===== src/design/assert_macros.svh =====
// Assertion macros shared by the pedal scaler RTL.
// Depends on nothing; define SYNTH to compile the checks away.
`ifndef ASSERT_MACROS_SVH
`define ASSERT_MACROS_SVH
`ifndef SYNTH
// Same-cycle implication: when a holds, b holds at that edge.
`define ASSERT_IMPLY(label, clk, rst, a, b) \
   label: assert property (@(posedge clk) disable iff (rst) (a) |-> (b)) \
      else $error("implication check failed");
// Next-cycle implication: when a holds, b holds at the following edge.
`define ASSERT_NEXT(label, clk, rst, a, b) \
   label: assert property (@(posedge clk) disable iff (rst) (a) |=> (b)) \
      else $error("next-cycle check failed");
`else
`define ASSERT_IMPLY(label, clk, rst, a, b)
`define ASSERT_NEXT(label, clk, rst, a, b)
`endif
`endif


===== src/design/dpps_pkg.sv =====
// Package for the dual pedal position scaler: payload structs, request codes,
// controller/datapath command and status structs. Depends on nothing.
package dpps_pkg;

   localparam int ADC_BITS       = 12;
   localparam int POS_BITS       = 10;
   localparam int FULL_SCALE     = 1000;
   localparam int DEADBAND_RESET = 50;
   localparam int PROD_BITS      = ADC_BITS + POS_BITS;
   localparam int QUOT_BITS      = POS_BITS;
   localparam int CNT_BITS       = $clog2(QUOT_BITS);

   localparam logic [1:0] REQ_MEASURE = 2'd0;
   localparam logic [1:0] REQ_CAP_MIN = 2'd1;
   localparam logic [1:0] REQ_CAP_MAX = 2'd2;
   localparam logic [1:0] REQ_PREVIEW = 2'd3;

   typedef struct packed {
      logic [1:0]          req_type;
      logic [ADC_BITS-1:0] sample_a;
      logic [ADC_BITS-1:0] sample_b;
   } req_item_type;

   typedef struct packed {
      logic [POS_BITS-1:0] position;
      logic [ADC_BITS-1:0] raw_average;
      logic                range_zero;
   } rsp_item_type;

   typedef struct packed {
      logic load_req;
      logic prep;
      logic mul_init;
      logic div_step;
      logic load_rsp;
   } dp_cmd_type;

   typedef struct packed {
      logic is_measure;
      logic span_zero;
      logic off_ge_span;
   } dp_status_type;

endpackage


===== src/design/dual_pedal_position_scaler_core.sv =====
// Top level of the dual pedal position scaler: controller plus datapath.
// Uses dpps_pkg, dpps_ctrl and dpps_datapath.
//
// Two redundant pedal sensors are scaled against a two-point calibration.
// A capture-minimum request stores both samples as minimums; a capture-maximum
// request stores both as maximums and sets each span to max minus min (zero if
// negative). Capture and preview requests answer with the truncated average of
// the two raw samples. A measure request clamps each sample into its window,
// averages offsets and spans and answers floor(offset*1000/span) in per mille,
// saturated at 1000 and forced to zero below the deadband register; a zero
// span answers 0 with range_zero set. One request is in work at a time; each
// gives exactly one response. The request is latched at the accepting edge and
// a measure request then passes clamp/average, multiply, ten divider steps of a
// one-bit restoring divider and the result load; the divider steps are skipped
// when the offset reaches the span and the quotient saturates, and for capture
// and preview requests. The result waits while the previous response is not
// yet taken. A new request is accepted as soon as the previous result sits in
// the response register, even if it is not yet taken. The deadband register is
// written through the csr port, which is always ready; write it only while
// the block is idle.

module dual_pedal_position_scaler_core (
   input  logic                          clock,
   input  logic                          reset,
   input  logic                          req_valid,
   output logic                          req_ready,
   input  dpps_pkg::req_item_type        req_data,
   output logic                          rsp_valid,
   input  logic                          rsp_ready,
   output dpps_pkg::rsp_item_type        rsp_data,
   input  logic                          csr_valid,
   output logic                          csr_ready,
   input  logic [dpps_pkg::POS_BITS-1:0] csr_data
);

   dpps_pkg::dp_cmd_type    cmd;
   dpps_pkg::dp_status_type status;
   logic                    csr_write;

   // the deadband register takes a write in any cycle
   assign csr_ready = 1'b1;
   assign csr_write = csr_valid && csr_ready;

   // sequence each request: latch, prepare, multiply, divide, respond
   dpps_ctrl u_ctrl (
      .clock     (clock),
      .reset     (reset),
      .req_valid (req_valid),
      .req_ready (req_ready),
      .rsp_valid (rsp_valid),
      .rsp_ready (rsp_ready),
      .status    (status),
      .cmd       (cmd)
   );

   // hold calibration, compute and register the response payload
   dpps_datapath u_datapath (
      .clock     (clock),
      .reset     (reset),
      .req_data  (req_data),
      .csr_write (csr_write),
      .csr_data  (csr_data),
      .cmd       (cmd),
      .status    (status),
      .rsp_data  (rsp_data)
   );

endmodule


===== src/design/dpps_datapath.sv =====
// Datapath of the pedal scaler: calibration registers, clamp and average,
// constant multiply, restoring divider, result register. Uses dpps_pkg.
`include "assert_macros.svh"

module dpps_datapath (
   input  logic                   clock,
   input  logic                   reset,
   input  dpps_pkg::req_item_type req_data,
   input  logic                   csr_write,
   input  logic [dpps_pkg::POS_BITS-1:0] csr_data,
   input  dpps_pkg::dp_cmd_type   cmd,
   output dpps_pkg::dp_status_type status,
   output dpps_pkg::rsp_item_type rsp_data
);

   localparam int AB = dpps_pkg::ADC_BITS;
   localparam int PB = dpps_pkg::PROD_BITS;
   localparam int QB = dpps_pkg::QUOT_BITS;
   localparam int WB = dpps_pkg::POS_BITS;

   function automatic logic [AB-1:0] span_of(input logic [AB-1:0] lo,
                                             input logic [AB-1:0] hi);
      span_of = (hi > lo) ? (hi - lo) : '0;
   endfunction

   dpps_pkg::req_item_type req_ff;
   dpps_pkg::rsp_item_type rsp_ff, rsp_in;
   logic [WB-1:0] deadband_ff;
   logic [AB-1:0] min_a_ff, max_a_ff, span_a_ff;
   logic [AB-1:0] min_b_ff, max_b_ff, span_b_ff;
   logic [AB-1:0] off_ff, off_in, span_avg_ff, span_avg_in, raw_ff, raw_in;
   logic [PB-1:0] rem_ff, rem_in, dvs_ff, dvs_in;
   logic [QB-1:0] quot_ff, quot_in;
   logic [AB-1:0] clip_a, clip_b;
   logic [AB:0]   off_sum, span_sum, raw_sum;
   logic          take_bit;
   logic [WB-1:0] pos_sat, pos_out;

   // clamp to maximum first, then to minimum
   always_comb begin
      clip_a = (req_ff.sample_a > max_a_ff) ? max_a_ff : req_ff.sample_a;
      clip_a = (clip_a < min_a_ff) ? min_a_ff : clip_a;
      clip_b = (req_ff.sample_b > max_b_ff) ? max_b_ff : req_ff.sample_b;
      clip_b = (clip_b < min_b_ff) ? min_b_ff : clip_b;
      off_sum  = {1'b0, clip_a - min_a_ff} + {1'b0, clip_b - min_b_ff};
      span_sum = {1'b0, span_a_ff} + {1'b0, span_b_ff};
      raw_sum  = {1'b0, req_ff.sample_a} + {1'b0, req_ff.sample_b};
      off_in      = off_sum[AB:1];
      span_avg_in = span_sum[AB:1];
      raw_in      = raw_sum[AB:1];
   end

   // one quotient bit per step, divisor walks right
   always_comb begin
      take_bit = (rem_ff >= dvs_ff);
      rem_in   = take_bit ? (rem_ff - dvs_ff) : rem_ff;
      dvs_in   = dvs_ff >> 1;
      quot_in  = {quot_ff[QB-2:0], take_bit};
   end

   assign status.is_measure  = (req_ff.req_type == dpps_pkg::REQ_MEASURE);
   assign status.span_zero   = (span_avg_ff == '0);
   assign status.off_ge_span = (off_ff >= span_avg_ff);

   always_comb begin
      pos_sat = status.off_ge_span ? WB'(dpps_pkg::FULL_SCALE) : quot_ff;
      pos_out = (pos_sat < deadband_ff) ? '0 : pos_sat;
      rsp_in  = '0;
      if (status.is_measure) begin
         if (status.span_zero) begin
            rsp_in.range_zero = 1'b1;
         end else begin
            rsp_in.position = pos_out;
         end
      end else begin
         rsp_in.raw_average = raw_ff;
      end
   end

   always_ff @(posedge clock) begin
      if (reset) begin
         deadband_ff <= WB'(dpps_pkg::DEADBAND_RESET);
         min_a_ff    <= '0;
         max_a_ff    <= '1;
         span_a_ff   <= '1;
         min_b_ff    <= '0;
         max_b_ff    <= '1;
         span_b_ff   <= '1;
      end else begin
         if (csr_write) begin
            deadband_ff <= csr_data;
         end
         if (cmd.prep) begin
            case (req_ff.req_type)
               dpps_pkg::REQ_CAP_MIN: begin
                  min_a_ff <= req_ff.sample_a;
                  min_b_ff <= req_ff.sample_b;
               end
               dpps_pkg::REQ_CAP_MAX: begin
                  max_a_ff  <= req_ff.sample_a;
                  max_b_ff  <= req_ff.sample_b;
                  span_a_ff <= span_of(min_a_ff, req_ff.sample_a);
                  span_b_ff <= span_of(min_b_ff, req_ff.sample_b);
               end
               default: begin
               end
            endcase
         end
      end
   end

   always_ff @(posedge clock) begin
      if (cmd.load_req) begin
         req_ff <= req_data;
      end
      if (cmd.prep) begin
         off_ff      <= off_in;
         span_avg_ff <= span_avg_in;
         raw_ff      <= raw_in;
      end
      if (cmd.mul_init) begin
         rem_ff  <= PB'(off_ff) * PB'(dpps_pkg::FULL_SCALE);
         dvs_ff  <= PB'(span_avg_ff) << (QB - 1);
         quot_ff <= '0;
      end else if (cmd.div_step) begin
         rem_ff  <= rem_in;
         dvs_ff  <= dvs_in;
         quot_ff <= quot_in;
      end
      if (cmd.load_rsp) begin
         rsp_ff <= rsp_in;
      end
   end

   assign rsp_data = rsp_ff;

   `ASSERT_NEXT(a_pos_full_scale, clock, reset, cmd.load_rsp, rsp_ff.position <= WB'(dpps_pkg::FULL_SCALE))
   `ASSERT_NEXT(a_zero_flag_pos, clock, reset, cmd.load_rsp, !(rsp_ff.range_zero && (rsp_ff.position != '0)))

endmodule


===== src/design/dpps_ctrl.sv =====
// Controller of the pedal scaler: request sequencing, divider step count and
// result-valid flag. Uses dpps_pkg for the command and status structs.
`include "assert_macros.svh"

module dpps_ctrl (
   input  logic                    clock,
   input  logic                    reset,
   input  logic                    req_valid,
   output logic                    req_ready,
   output logic                    rsp_valid,
   input  logic                    rsp_ready,
   input  dpps_pkg::dp_status_type status,
   output dpps_pkg::dp_cmd_type    cmd
);

   localparam logic [2:0] S_IDLE   = 3'd0;
   localparam logic [2:0] S_PREP   = 3'd1;
   localparam logic [2:0] S_MUL    = 3'd2;
   localparam logic [2:0] S_DIV    = 3'd3;
   localparam logic [2:0] S_FINISH = 3'd4;

   localparam int CB = dpps_pkg::CNT_BITS;

   logic [2:0]    state_ff, state_in;
   logic [CB-1:0] cnt_ff, cnt_in;
   logic          rsp_valid_ff, rsp_valid_in;
   logic          accept;

   assign req_ready = (state_ff == S_IDLE);
   assign accept    = req_valid && req_ready;

   always_comb begin
      state_in     = state_ff;
      cnt_in       = cnt_ff;
      cmd          = '0;
      cmd.load_req = accept;
      case (state_ff)
         S_IDLE: begin
            if (accept) begin
               state_in = S_PREP;
            end
         end
         S_PREP: begin
            cmd.prep = 1'b1;
            state_in = S_MUL;
         end
         S_MUL: begin
            cmd.mul_init = 1'b1;
            cnt_in       = CB'(dpps_pkg::QUOT_BITS - 1);
            if (status.is_measure && !status.off_ge_span) begin
               state_in = S_DIV;
            end else begin
               state_in = S_FINISH;
            end
         end
         S_DIV: begin
            cmd.div_step = 1'b1;
            cnt_in       = cnt_ff - 1'b1;
            if (cnt_ff == '0) begin
               state_in = S_FINISH;
            end
         end
         S_FINISH: begin
            if (!rsp_valid_ff || rsp_ready) begin
               cmd.load_rsp = 1'b1;
               state_in     = S_IDLE;
            end
         end
         default: begin
            state_in = S_IDLE;
         end
      endcase
   end

   always_comb begin
      rsp_valid_in = rsp_valid_ff;
      if (cmd.load_rsp) begin
         rsp_valid_in = 1'b1;
      end else if (rsp_ready) begin
         rsp_valid_in = 1'b0;
      end
   end

   always_ff @(posedge clock) begin
      if (reset) begin
         state_ff     <= S_IDLE;
         cnt_ff       <= '0;
         rsp_valid_ff <= 1'b0;
      end else begin
         state_ff     <= state_in;
         cnt_ff       <= cnt_in;
         rsp_valid_ff <= rsp_valid_in;
      end
   end

   assign rsp_valid = rsp_valid_ff;

   `ASSERT_NEXT(a_div_exit, clock, reset, (state_ff == S_DIV) && (cnt_ff == '0), state_ff == S_FINISH)
   `ASSERT_NEXT(a_load_sets_valid, clock, reset, cmd.load_rsp, rsp_valid_ff && (state_ff == S_IDLE))

endmodule

===== config.mk =====
export PLATFORM = sky130hd
export DESIGN_NAME = dual_pedal_position_scaler_core
export DESIGN_NICKNAME = d
export VERILOG_FILES = /design/src/design/dpps_pkg.sv /design/src/design/dual_pedal_position_scaler_core.sv /design/src/design/dpps_datapath.sv /design/src/design/dpps_ctrl.sv
export VERILOG_INCLUDE_DIRS = /design/src /design/src/design
export SDC_FILE = /design/constraint.sdc
export NUM_CORES = 1
export LEC_CHECK = 0
export ABC_AREA = 1
export BUFFER_PORTS_ARGS = -buffer_cell sky130_fd_sc_hd__clkbuf_2
export CAP_MARGIN = 15
export CORE_AREA = 2 2 196 198
export CTS_BUF_LIST = sky130_fd_sc_hd__clkbuf_8
export CTS_CLUSTER_SIZE = 24
export DETAILED_ROUTE_END_ITERATION = 12
export DIE_AREA = 0 0 198 200
export MAX_ROUTING_LAYER = met4
export PLACE_DENSITY = 0.72
export SYNTH_ARGS = -nofsm -noshare
export SYNTH_HDL_FRONTEND = slang
export SYNTH_HIERARCHICAL = 1
export SYNTH_SLANG_ARGS = --single-unit

===== constraint.sdc =====
create_clock -name clock -period 5.27 [get_ports clock]
set_input_delay 0.527 -clock clock [delete_from_list [all_inputs] [get_ports clock]]
set_output_delay 0.527 -clock clock [all_outputs]
set_load 0.01 [all_outputs]

==> results of run 1 <==
-- stage by stage --
| step | cells | worst slack (ns) |
|---|---|---|
| after global routing | 2638 | -0.470 |
| after detailed placement | 2549 | -0.359 |
| final | 2638 | -0.232 |
| after global placement | 2549 | -0.178 |
| after CTS | 2622 | -0.0782 |
| after floorplan | 1921 | 0.0137 |
-- cells in the final DEF, fill, tap and decap left out, types with 31 or more instances in the layout --
cell type / netlist / final
edfxtp_1: 116 / 116
o21ai_0: 140 / 119
ha_1: 214 / 196
o22ai_1: 31 / 31
clkbuf_8: 0 / 45
o21ai_2: 12 / 34
dfxtp_1: 112 / 112
fa_1: 46 / 44
clkbuf_2: 0 / 65
nand2_1: 304 / 289
nor2_1: 110 / 107
xor2_1: 55 / 54
o21ai_1: 35 / 32
buf_4: 4 / 106
xnor2_1: 32 / 31
a21oi_1: 203 / 190
nand3_1: 39 / 37
inv_1: 283 / 291
-- worst reg2reg max path, delay by kind of cell, from the launching register on --
family,cells,cell delay [ns]
simple gates,13,1.35
xor+xnor,2,0.26
fa+ha+maj,5,1.54
buf+inv,2,0.22
compound gates,9,1.44
flops,1,0.44
-- cells in the mapped netlist (8+ instances only) --
| cell type | number |
|---|---|
| nand2_2 | 8 |
| xor2_1 | 55 |
| fa_1 | 46 |
| nor3_1 | 15 |
| a21o_1 | 9 |
| edfxtp_1 | 116 |
| o21ai_0 | 140 |
| dfxtp_1 | 112 |
| xnor2_1 | 32 |
| nand3_1 | 39 |
| o21ai_2 | 12 |
| nor2_1 | 110 |
| ha_1 | 214 |
| nand4_1 | 14 |
| nand2_1 | 304 |
| o21bai_1 | 10 |
| o22ai_1 | 31 |
| a21oi_1 | 203 |
| o21ai_1 | 35 |
| inv_1 | 283 |
| o211ai_1 | 27 |
| clkbuf_1 | 34 |
-- routing by layer --
metal	GRT usage	share of wire
met1	0.263	0.44
met2	0.353	0.48
met3	0.0304	0.046
met4	0.0763	0.036
met5	-	0
-- logic make-up (layout without fill, tap and decap cells) --
kind of cell	Yosys count	in the layout	share of synthesized area
AND/OR/NAND/NOR	515	519	0.133
AO/OA/AOI/OAI	496	496	0.169
buffers and inverters	334	536	0.0799
adder cells (fa/ha/maj)	260	260	0.220
flip-flops	228	228	0.351
XOR/XNOR	87	87	0.0467
other	1	1	0.000230
-- state kept, by name, indices dropped and copies added (netlist names), 12 cells and up --
name                    count
u_datapath/span_avg_ff     12
u_datapath/rsp_data        23
u_datapath/dvs_ff          21
u_datapath/off_ff          12
u_datapath/span_a_ff       12
u_datapath/raw_ff          12
u_datapath/min_a_ff        12
u_datapath/min_b_ff        12
u_datapath/rem_ff          22
u_datapath/max_a_ff        12
u_datapath/span_b_ff       12
u_datapath/max_b_ff        12
u_datapath/req_ff          26
-- layout make-up --
type,instances,share of cell area
clock buffers,45,0.0319
clock inverters,25,0.00690
inverters,289,0.0559
multi-input cells,1363,0.514
flip-flops and latches,228,0.295
well taps,511,0.0330
repair buffers,177,0.0627
-- final timing paths --
check | from | depth (start not counted) | slack, ns | to
worst min-delay path | req_data[1] | 1 | 0.15 | u_datapath/req_ff[1]$_DFFE_PP_
worst max-delay path | u_datapath/req_ff[5]$_DFFE_PP_ | 31 | -0.23 | u_datapath/off_ff[10]$_DFFE_PP_
worst max register to register | u_datapath/req_ff[5]$_DFFE_PP_ | 31 | -0.23 | u_datapath/off_ff[10]$_DFFE_PP_
worst min register to register | u_ctrl/cnt_ff[0]$_SDFFE_PP0P_ | 1 | 0.45 | u_ctrl/cnt_ff[0]$_SDFFE_PP0P_
-- repair_timing --
action	CTS	global route
pin swaps	7	59
gates cloned	3	1
setup endpoints to repair	7	9
gates resized for setup	26	116
setup buffers	0	14
==> results.toml, run 1 <==
[die]
coreArea_um2 = 37400
rows = 71
die_w_um = 198
initial_core_util = 0.436
die_area_um2 = 39600
die_h_um = 200
io_pins = 67

[global_route]
first_global_vias = 13400
grt_max_degree = 53
grt_usage = 0.212
overflow = 0
grt_antenna_before_repair = 0
grt_pass1_wl_um = 65300

[routing]
antenna_left = 0
vias_per_cell = 5.20
num_vias = 13700
routed_wl_um = 41300
wl_per_cell_um = 15.7
drcViolationCount = 0
drt_iter0_drc = 672
dr.pass1.iters = 5

[setup_path]
critPathLaunchType = "register"
critPathTopFamily = "adder cells"
critical_path.max_stage_delay_ns = 0.44
cp.required_ns = 5.57
crit_buf_inv = 2
critPathMaxFanout = 4
worstSetupEndpointType = "register"
arrival_ns = 5.80
slowest_stage = "edfxtp_1"
crit_type = "register to register"

[finish]
num_antenna_cells = 0
finalInstanceArea_um2 = 19400
seq_area_um2 = 5730
finalCoreUtilization = 0.519
final_layout_size_suffix_gt1_frac = 0.174
fillers = 3364
nNetsFinal = 2398
area_delta_synth_final_pct = 18.8
multi_input_comb_area_um2 = 9980

[synth]
ys.warnings.count = 6
ys.flop_type = "edfxtp_1"
syn_avg_cell_area_um2 = 8.50
synth_fp_nets = 2222
synthCells = 1921
synth_edf_count = 116
synth-seq-area-share = 0.351
synth_cell_type_count = 53
yosys.area.top_type = "edfxtp_1"
synth_top_area_share = 0.213
yosys_register_bits = 228
syn_area_um2 = 16300
synth_area_leaders = "edfxtp_1 (21%), ha_1 (16%), dfxtp_1 (14%), nand2_1 (7.0%), inv_1 (6.5%)"
async_flop_share = 0

[timing]
fin_setup_tns_ns = -0.699
fin_worst_hold_slack_ns = 0.149
fin_ws_ns = -0.232
finalSetupViolCount = 6
fin_worst_skew_ns = 0.0322
rsz0062_at_grt = "true"
drv_slew = 0
period_share = 1.04
fmax_mhz = 182
relSlewSlack = 0.234
period_needed_ns = 5.50
finalHoldViolCount = 0
worst_pin_slew_ns = 1.15

[clock_tree]
cts_tree = "yes"
clock_latency_ns = 0.57
cts-root-buf = "clkbuf_8"
cts_buffers = 38
htree_levels = 2
holdBufCountCts = 0
cts_max_path_buffers = 3
clkTransAtPathRegs_ns = 0.06
clock_sinks = 228

[place]
numPortBuffers = 65
place_area_um2 = 17800
gp_congestion = 0.943
hpwl_um = 31700

[run]
maxCapViolCount = 0

[worst_hold_path]
min_path_type = "primary input to register"

[status]
status = "finished with violations"
violations = "negative setup slack"
Power of run 1 is left out: the tool's default activity adds up to more than one toggle a clock period on the data nets, which glitch-free logic cannot reach.
==> run 2: changes to the inputs <==
--- a/config.mk
+++ b/config.mk
@@ -6,14 +6,13 @@
 export SDC_FILE = /design/constraint.sdc
 export NUM_CORES = 1
 export LEC_CHECK = 0
-export ABC_AREA = 1
 export BUFFER_PORTS_ARGS = -buffer_cell sky130_fd_sc_hd__clkbuf_2
 export CAP_MARGIN = 15
-export CORE_AREA = 2 2 196 198
+export CORE_AREA = 2 2 199 201
 export CTS_BUF_LIST = sky130_fd_sc_hd__clkbuf_8
 export CTS_CLUSTER_SIZE = 24
 export DETAILED_ROUTE_END_ITERATION = 12
-export DIE_AREA = 0 0 198 200
+export DIE_AREA = 0 0 201 203
 export MAX_ROUTING_LAYER = met4
 export PLACE_DENSITY = 0.72
 export SYNTH_ARGS = -nofsm -noshare
==> results.toml, run 2 <==
[routing]
routed_wl_um = 42900
antenna_left = 0
drcViolationCount = 0
wl_per_cell_um = 16.8
vias_per_cell = 5.50
num_vias = 14000
dr.pass1.iters = 5
drt_iter0_drc = 807

[setup_path]
cp_common_cell = "buf_4"
worstSetupEndpointType = "register"
arrival_ns = 6.63
critPathTopFamily = "simple AND/OR/NAND/NOR gates"
critPathMaxFanout = 5
slowest_stage = "or3_1"
critical_path.max_stage_delay_ns = 0.44
crit_type = "register to register"
crit_buf_inv = 10
reg2reg_slack_ns = -1.07
cp.required_ns = 5.57
critPathLaunchType = "register"

[die]
coreArea_um2 = 38500
io_pins = 67
die_h_um = 203
rows = 72
die_area_um2 = 40800
initial_core_util = 0.436
die_w_um = 201

[timing]
fin_ws_ns = -1.07
worst_pin_slew_ns = 1.17
fin_worst_skew_ns = 0.0293
finalHoldViolCount = 0
fmax_mhz = 158
period_needed_ns = 6.34
drv_slew = 0
period_share = 1.20
rsz0062_at_grt = "true"
finalSetupViolCount = 10
relSlewSlack = 0.215

[status]
status = "finished with violations"
violations = "negative setup slack"

[clock_tree]
cts_tree = "yes"
clock_sinks = 228
holdBufCountCts = 0
clock_latency_ns = 0.57
clkTransAtPathRegs_ns = 0.06
htree_levels = 2
cts-root-buf = "clkbuf_8"
cts_max_path_buffers = 3
cts_buffers = 40

[place]
hpwl_um = 32700
numPortBuffers = 65
gp_congestion = 0.973

[synth]
synth_area_leaders = "edfxtp_1 (21%), ha_1 (16%), dfxtp_1 (13%), fa_1 (5.5%), a21oi_1 (3.6%)"
ys.flop_type = "edfxtp_1"
synthCells = 1751
synthTopCellsByCount = "ha_1 (214), nand2_1 (162), inv_1 (156), a21oi_1 (122), edfxtp_1 (116)"
syn_avg_cell_area_um2 = 9.58
synth_top_area_share = 0.208
yosys.area.top_type = "edfxtp_1"
synth_cell_type_count = 77
synth-seq-area-share = 0.341
ys.warnings.count = 6
synth_fp_nets = 2052
synth_edf_count = 116
syn_area_um2 = 16800
synth.most_common_cell = "ha_1"
yosys_register_bits = 228
async_flop_share = 0

[finish]
largest_reg_flops = 26
num_antenna_cells = 0
regMostFlops = "u_datapath/req_ff"
final_cell_mix = "ha_1 (197), buf_4 (179), inv_1 (168), nand2_1 (159), edfxtp_1 (116)"
nNetsFinal = 2304
seq_area_um2 = 5730
finalCoreUtilization = 0.530
final_layout_size_suffix_gt1_frac = 0.233
fillers = 3369
area_delta_synth_final_pct = 21.6
layout_commonest_cell = "ha_1"
multi_input_comb_area_um2 = 10800

[global_route]
overflow = 0
grt_pass1_wl_um = 69000
grt_max_degree = 65
first_global_vias = 14300
grt_antenna_before_repair = 0
grt_usage = 0.213

[worst_hold_path]
min_path_type = "primary input to register"

[run]
maxCapViolCount = 0
## run 2: kinds of logic after synthesis
kind of cell	Yosys count	share of synthesized area
buf+inv	209	0.0492
simple gates	483	0.140
flops	228	0.341
mux	62	0.0397
compound gates	430	0.174
xor+xnor	78	0.0407
fa+ha+maj	260	0.215
other cells	1	0.000224
## run 2: per-stage QoR
step / instances / cell area, um2 / TNS [ns] / setup WS, ns / hold slack [ns]
2_1_floorplan: 1751 / 16900 / -4.52 / -0.955 / 0.436
3_3_place_gp: 2454 / 18900 / -5.47 / -0.938 / 0.442
3_5_place_dp: 2454 / 18900 / -7.22 / -1.31 / 0.448
4_1_cts: 2547 / 20100 / -6.04 / -1.05 / 0.101
5_1_grt: 2552 / 20400 / -9.28 / -1.36 / 0.111
6_report: 2552 / 20400 / -6.62 / -1.07 / 0.130
## run 2: final cells by class
class	instances	area share
inverter	157	0.0289
tap	518	0.0318
clock buffer	49	0.0331
clock inverter	24	0.00540
sequential	228	0.281
timing repair buffer	262	0.0916
multi-input combinational	1314	0.528
## run 2: timing repair
action	CTS	global route
buffers inserted	24	10
pin swaps	56	34
setup endpoints to repair	10	11
resized for setup	69	51
hold endpoints to repair	0	0
## run 2: worst paths after layout
path,startpoint,endpoint,cells after the start
max,u_datapath/req_ff[9]$_DFFE_PP_,u_datapath/off_ff[10]$_DFFE_PP_,33
min,req_data[2],u_datapath/req_ff[2]$_DFFE_PP_,1
max reg2reg,u_datapath/req_ff[9]$_DFFE_PP_,u_datapath/off_ff[10]$_DFFE_PP_,33
min reg2reg,u_datapath/min_a_ff[3]$_SDFFE_PP0P_,u_datapath/min_a_ff[3]$_SDFFE_PP0P_,2
## run 2: worst reg2reg max path: cells and delay by family, from the launching register on
| kind | cells | cell delay, ns |
|---|---|---|
| simple gates | 7 | 1.46 |
| flops | 1 | 0.40 |
| mux | 2 | 0.63 |
| buf+inv | 10 | 1.26 |
| xor+xnor | 1 | 0.13 |
| fa+ha+maj | 4 | 1.05 |
| compound gates | 9 | 1.13 |
## run 2: routing by layer
layer  track usage  wire length [um]
met5             -                 0
met4        0.0937              1890
met3        0.0286              1930
met2         0.367             20800
met1         0.250             18300
Power of run 2 is left out for the same reason.
==> run 3: changes to the inputs <==
--- a/config.mk
+++ b/config.mk
@@ -14,7 +14,6 @@
 export DETAILED_ROUTE_END_ITERATION = 12
 export DIE_AREA = 0 0 201 203
 export MAX_ROUTING_LAYER = met4
-export PLACE_DENSITY = 0.72
 export SYNTH_ARGS = -nofsm -noshare
 export SYNTH_HDL_FRONTEND = slang
 export SYNTH_HIERARCHICAL = 1
==> results.toml, run 3 (synthesis gave the netlist of run 2 again) <==
[status]
status = "finished with violations"
violations = "negative setup slack"

[global_route]
overflow = 0
grt_pass1_wl_um = 70500
grt_antenna_before_repair = 0
grt_max_degree = 79
first_global_vias = 13600
grt_usage = 0.221

[timing]
period_needed_ns = 6.38
finalHoldViolCount = 0
rsz0062_at_grt = "true"
fin_worst_hold_slack_ns = 0.0783
drv_slew = 0
fmax_mhz = 157
worst_pin_slew_ns = 1.12
relSlewSlack = 0.249
period_share = 1.21
fin_ws_ns = -1.11
fin_worst_skew_ns = 0.0504
finalSetupViolCount = 10

[worst_hold_path]
min_path_type = "primary input to register"

[clock_tree]
cts_buffers = 44
cts_tree = "yes"
holdBufCountCts = 0
htree_levels = 2
clock_sinks = 228
clock_latency_ns = 0.62
clkTransAtPathRegs_ns = 0.06
cts-root-buf = "clkbuf_8"
cts_max_path_buffers = 3

[place]
gp_congestion = 0.899
hpwl_um = 33400
numPortBuffers = 65

[setup_path]
crit_type = "register to register"
cp.required_ns = 5.61
critPathLaunchType = "register"
critical_path.max_stage_delay_ns = 0.45
worstSetupEndpointType = "register"
arrival_ns = 6.72
critPathMaxFanout = 5
slowest_stage = "edfxtp_1"
cp_common_cell = "a21o_1"

[finish]
layout_commonest_cell = "ha_1"
final_cell_mix = "ha_1 (193), inv_1 (172), buf_4 (167), nand2_1 (158), edfxtp_1 (116)"
nNetsFinal = 2297
area_delta_synth_final_pct = 23.3
final_layout_size_suffix_gt1_frac = 0.239
num_antenna_cells = 0
regMostFlops = "u_datapath/req_ff"
largest_reg_flops = 26

[die]
rows = 72
io_pins = 67
die_h_um = 203
initial_core_util = 0.436
coreArea_um2 = 38500
die_w_um = 201
die_area_um2 = 40800

[routing]
antenna_left = 0
num_vias = 13600
dr.pass1.iters = 5
wl_per_cell_um = 17.1
routed_wl_um = 43600
vias_per_cell = 5.31
drcViolationCount = 0
drt_iter0_drc = 669

[run]
maxCapViolCount = 0
[run 3: layer usage]
layer,track usage,vias up,wire length [um]
li1,-,6839,-
met1,0.268,6378,19200
met2,0.380,254,21500
met3,0.0250,82,1510
met4,0.0833,0,1440
met5,-,-,0
[run 3: final timing paths]
path | startpoint | to | slack (ns) | cells after the start
min reg2reg | u_datapath/min_a_ff[8]$_SDFFE_PP0P_ | u_datapath/min_a_ff[8]$_SDFFE_PP0P_ | 0.45 | 2
min | req_data[15] | u_datapath/req_ff[15]$_DFFE_PP_ | 0.08 | 1
max | u_datapath/req_ff[19]$_DFFE_PP_ | u_datapath/off_ff[9]$_DFFE_PP_ | -1.11 | 32
max reg2reg | u_datapath/req_ff[19]$_DFFE_PP_ | u_datapath/off_ff[9]$_DFFE_PP_ | -1.11 | 32
[run 3: critical path: cells and delay by family, from the launching register on]
| kind | cells | cell delay (ns) |
|---|---|---|
| AOI/OAI and AO/OA | 15 | 2.74 |
| xor gates and xnor gates | 1 | 0.13 |
| adders and majority gates | 4 | 1.02 |
| buffers and inverters | 2 | 0.23 |
| DFF | 1 | 0.45 |
| muxes | 2 | 0.53 |
| and+or+nand+nor | 8 | 1.02 |
[run 3: cell type report]
type                       instances  area (um2)
fill                            3502       17800
clock buffer                      50         688
inverter                         157         589
clock inverter                    32         211
tap                              518         648
multi-input combinational       1314       11000
sequential                       228        5730
timing repair buffer             251        1790
[run 3: per-stage QoR]
stage          instances  worst slack, ns  setup TNS (ns)   util  area, um2
2_1_floorplan       1751           -0.955           -4.52      -      16900
3_5_place_dp        2441            -1.30           -8.17  0.489      18800
5_1_grt             2550            -1.45          -10.39  0.537      20700
4_1_cts             2546            -1.09           -6.67  0.525      20200
3_3_place_gp        2441            -1.19           -7.28  0.489      18800
6_report            2550            -1.11           -7.38  0.537      20700
[run 3: repair_timing]
item                                    4_1_cts  5_1_grt
endpoints found under the setup margin       10       12
resized for setup                            68       83
setup buffers                                26       14
pin swaps                                    42       61
Power of run 3 is left out for the same reason.
